$ cat src/mlp_pkg.sv
// Shared constants, types and the sigmoid lookup table for the two-layer perceptron core.
// No dependencies. Imported by every module under src.
package mlp_pkg;

    localparam int IN_DIM   = 256;
    localparam int HIDDEN   = 32;
    localparam int CLASSES  = 16;
    localparam int HW_DEPTH = HIDDEN * (IN_DIM + 1);
    localparam int OW_DEPTH = CLASSES * (HIDDEN + 1);

    localparam int KIND_W   = 2;
    localparam int INDEX_W  = 14;
    localparam int W_W      = 16;
    localparam int PIX_W    = 8;
    localparam int CIDX_W   = 4;
    localparam int ACT_W    = 8;
    localparam int SUM_W    = 32;
    localparam int Q_W      = SUM_W - 4;
    localparam int SC_W     = 32;

    localparam int HW_AW    = $clog2(HW_DEPTH);
    localparam int OW_AW    = $clog2(OW_DEPTH);
    localparam int POS_W    = $clog2(IN_DIM + 1);
    localparam int HID_W    = (HIDDEN > 1) ? $clog2(HIDDEN) : 1;
    localparam int J_W      = $clog2(HIDDEN + 1);
    localparam int CLS_W    = $clog2(CLASSES);

    localparam logic [KIND_W-1:0] KIND_HW  = 2'd0;
    localparam logic [KIND_W-1:0] KIND_OW  = 2'd1;
    localparam logic [KIND_W-1:0] KIND_PIX = 2'd2;

    localparam logic [63:0] EXP_STEP = 64'd4034748382;

    typedef enum logic [2:0] {
        ST_IDLE,
        ST_MAC,
        ST_DRAIN,
        ST_ACT,
        ST_SCORE,
        ST_SETTLE,
        ST_EMIT
    } t_state;

    typedef struct packed {
        logic load;
        logic mac;
        logic act;
        logic score;
        logic emit;
    } t_cmd;

    typedef struct packed {
        logic h_last;
        logic sc_last;
        logic pos_full;
    } t_sts;

    typedef logic [ACT_W-1:0] t_sig_tab [256];

    function automatic logic [63:0] udiv64(logic [63:0] num, logic [63:0] den);
        logic [63:0] q;
        logic [64:0] rem;
        q   = '0;
        rem = '0;
        for (int i = 63; i >= 0; i--) begin
            rem = {rem[63:0], num[i]};
            if (rem >= {1'b0, den}) begin
                rem  = rem - {1'b0, den};
                q[i] = 1'b1;
            end
        end
        return q;
    endfunction

    function automatic logic [ACT_W-1:0] clamp255(logic [63:0] v);
        return (v > 64'd255) ? 8'hff : v[7:0];
    endfunction

    // e approximates exp(-k/16) in Q.32
    function automatic t_sig_tab build_sig();
        t_sig_tab     t;
        logic [127:0] e;
        logic [63:0]  d;
        logic [63:0]  v;
        e = 128'd1 << 32;
        for (int k = 0; k <= 128; k++) begin
            d = e[63:0] + (64'd1 << 32);
            if (k < 128) begin
                v = udiv64((64'd1 << 41) + d, d << 1);
                t[128 + k] = clamp255(v);
            end
            if (k > 0) begin
                v = udiv64((e[63:0] << 9) + d, d << 1);
                t[128 - k] = clamp255(v);
            end
            e = (e * {64'd0, EXP_STEP} + (128'd1 << 31)) >> 32;
        end
        return t;
    endfunction

    localparam t_sig_tab SIG_TABLE = build_sig();

endpackage

$ cat src/mlp_ctrl.sv
// Sequencer for the perceptron core: accepts transactions and steps the datapath phases.
// Depends on mlp_pkg.
module mlp_ctrl
    import mlp_pkg::*;
(
    input  logic              i_clk,
    input  logic              i_rst_n,
    input  logic              i_valid,
    input  logic [KIND_W-1:0] i_kind,
    input  logic              i_last,
    input  t_sts              i_sts,
    input  logic              i_out_free,
    output logic              o_ready,
    output t_cmd              o_cmd
);

    t_state r_state, n_state;
    logic   r_last, n_last;
    logic   accept;

    assign o_ready = (r_state == ST_IDLE);
    assign accept  = i_valid && o_ready;

    always_ff @(posedge i_clk) begin
        if (!i_rst_n) begin
            r_state <= ST_IDLE;
            r_last  <= 1'b0;
        end else begin
            r_state <= n_state;
            r_last  <= n_last;
        end
    end

    always_comb begin
        n_state = r_state;
        n_last  = r_last;
        unique case (r_state)
            ST_IDLE: begin
                if (accept && i_kind == KIND_PIX) begin
                    n_last = i_last;
                    if (!i_sts.pos_full) begin
                        n_state = ST_MAC;
                    end else if (i_last) begin
                        n_state = ST_ACT;
                    end
                end
            end
            ST_MAC: begin
                if (i_sts.h_last) begin
                    n_state = ST_DRAIN;
                end
            end
            ST_DRAIN: begin
                n_state = r_last ? ST_ACT : ST_IDLE;
            end
            ST_ACT: begin
                if (i_sts.h_last) begin
                    n_state = ST_SCORE;
                end
            end
            ST_SCORE: begin
                if (i_sts.sc_last) begin
                    n_state = ST_SETTLE;
                end
            end
            ST_SETTLE: begin
                n_state = ST_EMIT;
            end
            ST_EMIT: begin
                if (i_out_free) begin
                    n_state = ST_IDLE;
                end
            end
            default: n_state = ST_IDLE;
        endcase
    end

    always_comb begin
        o_cmd      = '0;
        o_cmd.load = accept;
        unique case (r_state)
            ST_MAC:   o_cmd.mac   = 1'b1;
            ST_ACT:   o_cmd.act   = 1'b1;
            ST_SCORE: o_cmd.score = 1'b1;
            ST_EMIT:  o_cmd.emit  = i_out_free;
            default:  o_cmd.mac   = 1'b0;
        endcase
    end

endmodule

$ cat config.mk
export PLATFORM = sky130hd
export DESIGN_NAME = mlp_ctrl
export DESIGN_NICKNAME = d
export VERILOG_FILES = /design/src/mlp_pkg.sv /design/src/mlp_ctrl.sv
export SDC_FILE = /design/constraint.sdc
export NUM_CORES = 1
export LEC_CHECK = 0
export ABC_AREA = 1
export ABC_CLOCK_PERIOD_IN_PS = 2080
export BUFFER_PORTS_ARGS = -buffer_cell sky130_fd_sc_hd__buf_2
export CAP_MARGIN = 5
export CORE_AREA = 2 2 39 41
export CTS_BUF_LIST = sky130_fd_sc_hd__clkbuf_4
export CTS_CLUSTER_DIAMETER = 60
export DETAILED_ROUTE_END_ITERATION = 16
export DIE_AREA = 0 0 41 43
export PLACE_DENSITY = 0.5
export SYNTH_ARGS = -nofsm -noshare
export SYNTH_HDL_FRONTEND = slang
export SYNTH_SLANG_ARGS = --single-unit
$ cat constraint.sdc
create_clock -name i_clk -period 2.08 [get_ports i_clk]
set_input_delay 0.104 -clock i_clk [delete_from_list [all_inputs] [get_ports i_clk]]
set_output_delay 0.104 -clock i_clk [all_outputs]
set_load 0.02 [all_outputs]
==> results.py <==
metrics = {
    "status": {
        "outcome": "completed",
    },
    "timing": {
        "fin_skew_ns": 0.00597,
        "final-hold-violation-count": 0,
        "relSlewSlack_pct": 76.6,
        "period_share_pct": 63.0,
        "fmax_ghz": 0.763,
        "worstMarginPinSlew_ns": 0.350,
        "setup_viol": 0,
        "min_period_ns": 1.31,
        "rsz0062_at_grt": "no",
        "fin_ws_ns": 0.769,
        "tns_ns": 0,
        "final_max_slew_viol_count": 0,
    },
    "final_layout": {
        "final_area_sq_um": 482,
        "seq_area_sq_um": 80.1,
        "n_antenna_cell": 0,
        "syn_to_final_growth_pct": 25.8,
        "multi_input_area_sq_um": 246,
        "finalCoreUtilization_pct": 34.8,
        "fin_nets": 86,
        "drive_above_1_share_pct": 39.2,
        "fillers": 165,
    },
    "logic_synthesis": {
        "netlist_area_sq_um": 383,
        "yosysTopAreaCellShare_pct": 20.9,
        "ys_warn_count": 0,
        "synth.distinct_cells": 19,
        "syn_area_per_cell_sq_um": 6.60,
        "async_flop_share_pct": 0,
        "ys_seq_area_share_pct": 20.9,
        "synthTopCellsByCount": "inv_1, nor2_1, nand2_1",
        "ys_ff_latch": 4,
        "synth_edf_count": 0,
        "synth_area_leaders": "dfxtp_1, inv_1, nor2_1",
        "synth_nets": 68,
        "yosysTopAreaCell": "dfxtp_1",
        "synthFlopType": "dfxtp_1",
        "postSynthCellCount": 58,
    },
    "global_routing": {
        "grt_usage_pct": 9.94,
        "grt_antenna_before_repair": 0,
        "grt_pass1_vias": 325,
        "grt_max_degree": 10,
        "grt.overflow.total": 0,
        "grt_pass1_wl_um": 1190,
    },
    "power_and_ir_drop": {
        "peakVddDrop_mv": 0.406,
        "p_per_area_mw_per_mm2": 1280,
        "leakage_uw": 0.000271,
    },
    "place": {
        "hpwlAfterDp_um": 618,
        "post_dp_cell_area_sq_um": 459,
        "pre_cts_ws_ns": 0.847,
        "io_buffers": 15,
        "gp_congestion": 0.677,
    },
    "cts": {
        "cts_resized": 0,
        "cts_sinks": 4,
        "cts_tree": "yes",
        "insertion_delay_ns": 0.24,
        "clk_pin_slew_ns": 0.04,
        "cts_buffers": 3,
        "cts_max_level": 1,
        "holdBufCountCts": 0,
        "clockBufferDepth": 2,
        "root_buffer": "clkbuf_4",
        "cts_setup_buffers": 0,
    },
    "routing": {
        "wl_um": 761,
        "firstDrtPassIters": 2,
        "drc_errors": 0,
        "post_drt_wl_per_cell_um": 8.46,
        "antenna_left": 0,
        "dr_total_vias": 389,
        "routed.top_layer": "met3",
        "drt_iter0_markers": 7,
        "avgViaCountPerCell": 4.32,
        "wl_met2_um": 389,
        "m1WireLength_um": 320,
        "wl_met3_um": 51,
    },
    "setup_path": {
        "crit_path_cell_trace": "nand2_1, nor2_1, buf_2",
        "worstSetupPathType": "flop to output port",
        "path_max_fanout": 9,
        "cp_slowest_cell": "dfxtp_1",
        "cp_slowest_stage_delay_ns": 0.52,
        "cp_data_required_time_ns": 1.98,
        "crit_arrival_ns": 1.21,
        "cp-start-kind": "flop",
        "worstSetupEndpointType": "output port",
    },
    "floorplan": {
        "die_h_um": 43,
        "rows": 14,
        "die_area_sq_mm": 0.00176,
        "initial_utilization_pct": 27.7,
        "core_area_sq_mm": 0.00138,
        "die_w_um": 41,
        "io_pins": 16,
    },
    "hold_path": {
        "hold_path.class": "input pin to flop",
    },
    "run": {
        "drv_cap": 0,
    },
}
[where the power goes]
group          total [uW]  switching (uW)  internal (uW)
logic                 374             236            139
clock network        95.3            30.9           64.4
registers             147            46.6            100
total                 617             313            304
[cells by family after synthesis]
logic type / count (synthesis) / synth area share [%]
and+or+nand+nor: 35 / 55.2
DFF: 4 / 20.9
buffers and inverters: 12 / 14.7
AOI/OAI and AO/OA: 7 / 9.15
[worst max-delay path: cells and delay by family, from the launching register on]
kind	cells	cell delay [ns]
simple gates	2	0.27
buf+inv	1	0.18
flops	1	0.52
[state kept, by name, indices dropped and copies added, names as in the netlist]
register,flops
r_state,3
r_last,1
[layer usage]
layer,vias to the layer above,track usage [%]
met2,14,15.0
met4,0,6.00
met1,163,11.6
li1,212,-
met3,0,3.14
met5,-,0
[layout by cell type (no fill, tap or decap)]
master    instances
nor2_8            1
nand3_1           5
nor2_4            2
clkbuf_4          3
o21ai_1           1
nor2_2            2
a21oi_1           5
o21ai_0           1
nor3_1            2
nand2_1           8
nor2_1            9
dfxtp_1           4
inv_2             1
nand2_4           3
nand3b_1          1
or2_2             1
nand3_2           1
inv_1             9
buf_2            15
[cell type report]
type	count	area share, %
timing repair buffer	15	15.6
multi-input combinational	42	51.2
tap	16	4.16
clock buffer	3	4.68
sequential	4	16.6
inverter	10	7.79
[final timing paths]
kind                                                end  slack, ns  cells past startpoint                     from
worst min register to register      r_last$_SDFFE_PN0P_       0.45                      2      r_last$_SDFFE_PN0P_
worst max register to register  r_state[2]$_SDFFE_PN0P_       0.83                      7  r_state[0]$_SDFFE_PN0P_
worst max-delay path                           o_cmd[2]       0.77                      3  r_state[0]$_SDFFE_PN0P_
worst min-delay path            r_state[1]$_SDFFE_PN0P_       0.12                      3                  i_rst_n
[stage by stage]
| step | cells | hold slack [ns] | total power [uW] |
|---|---|---|---|
| after CTS | 90 | 0.116 | 628 |
| after floorplan | 58 | 0.225 | 466 |
| after global placement | 87 | 0.371 | 528 |
| after detailed placement | 87 | 0.372 | 526 |
| final | 90 | 0.123 | 617 |
| after global routing | 90 | 0.132 | 673 |
No activity file was read; power rests on OpenSTA's default activity.
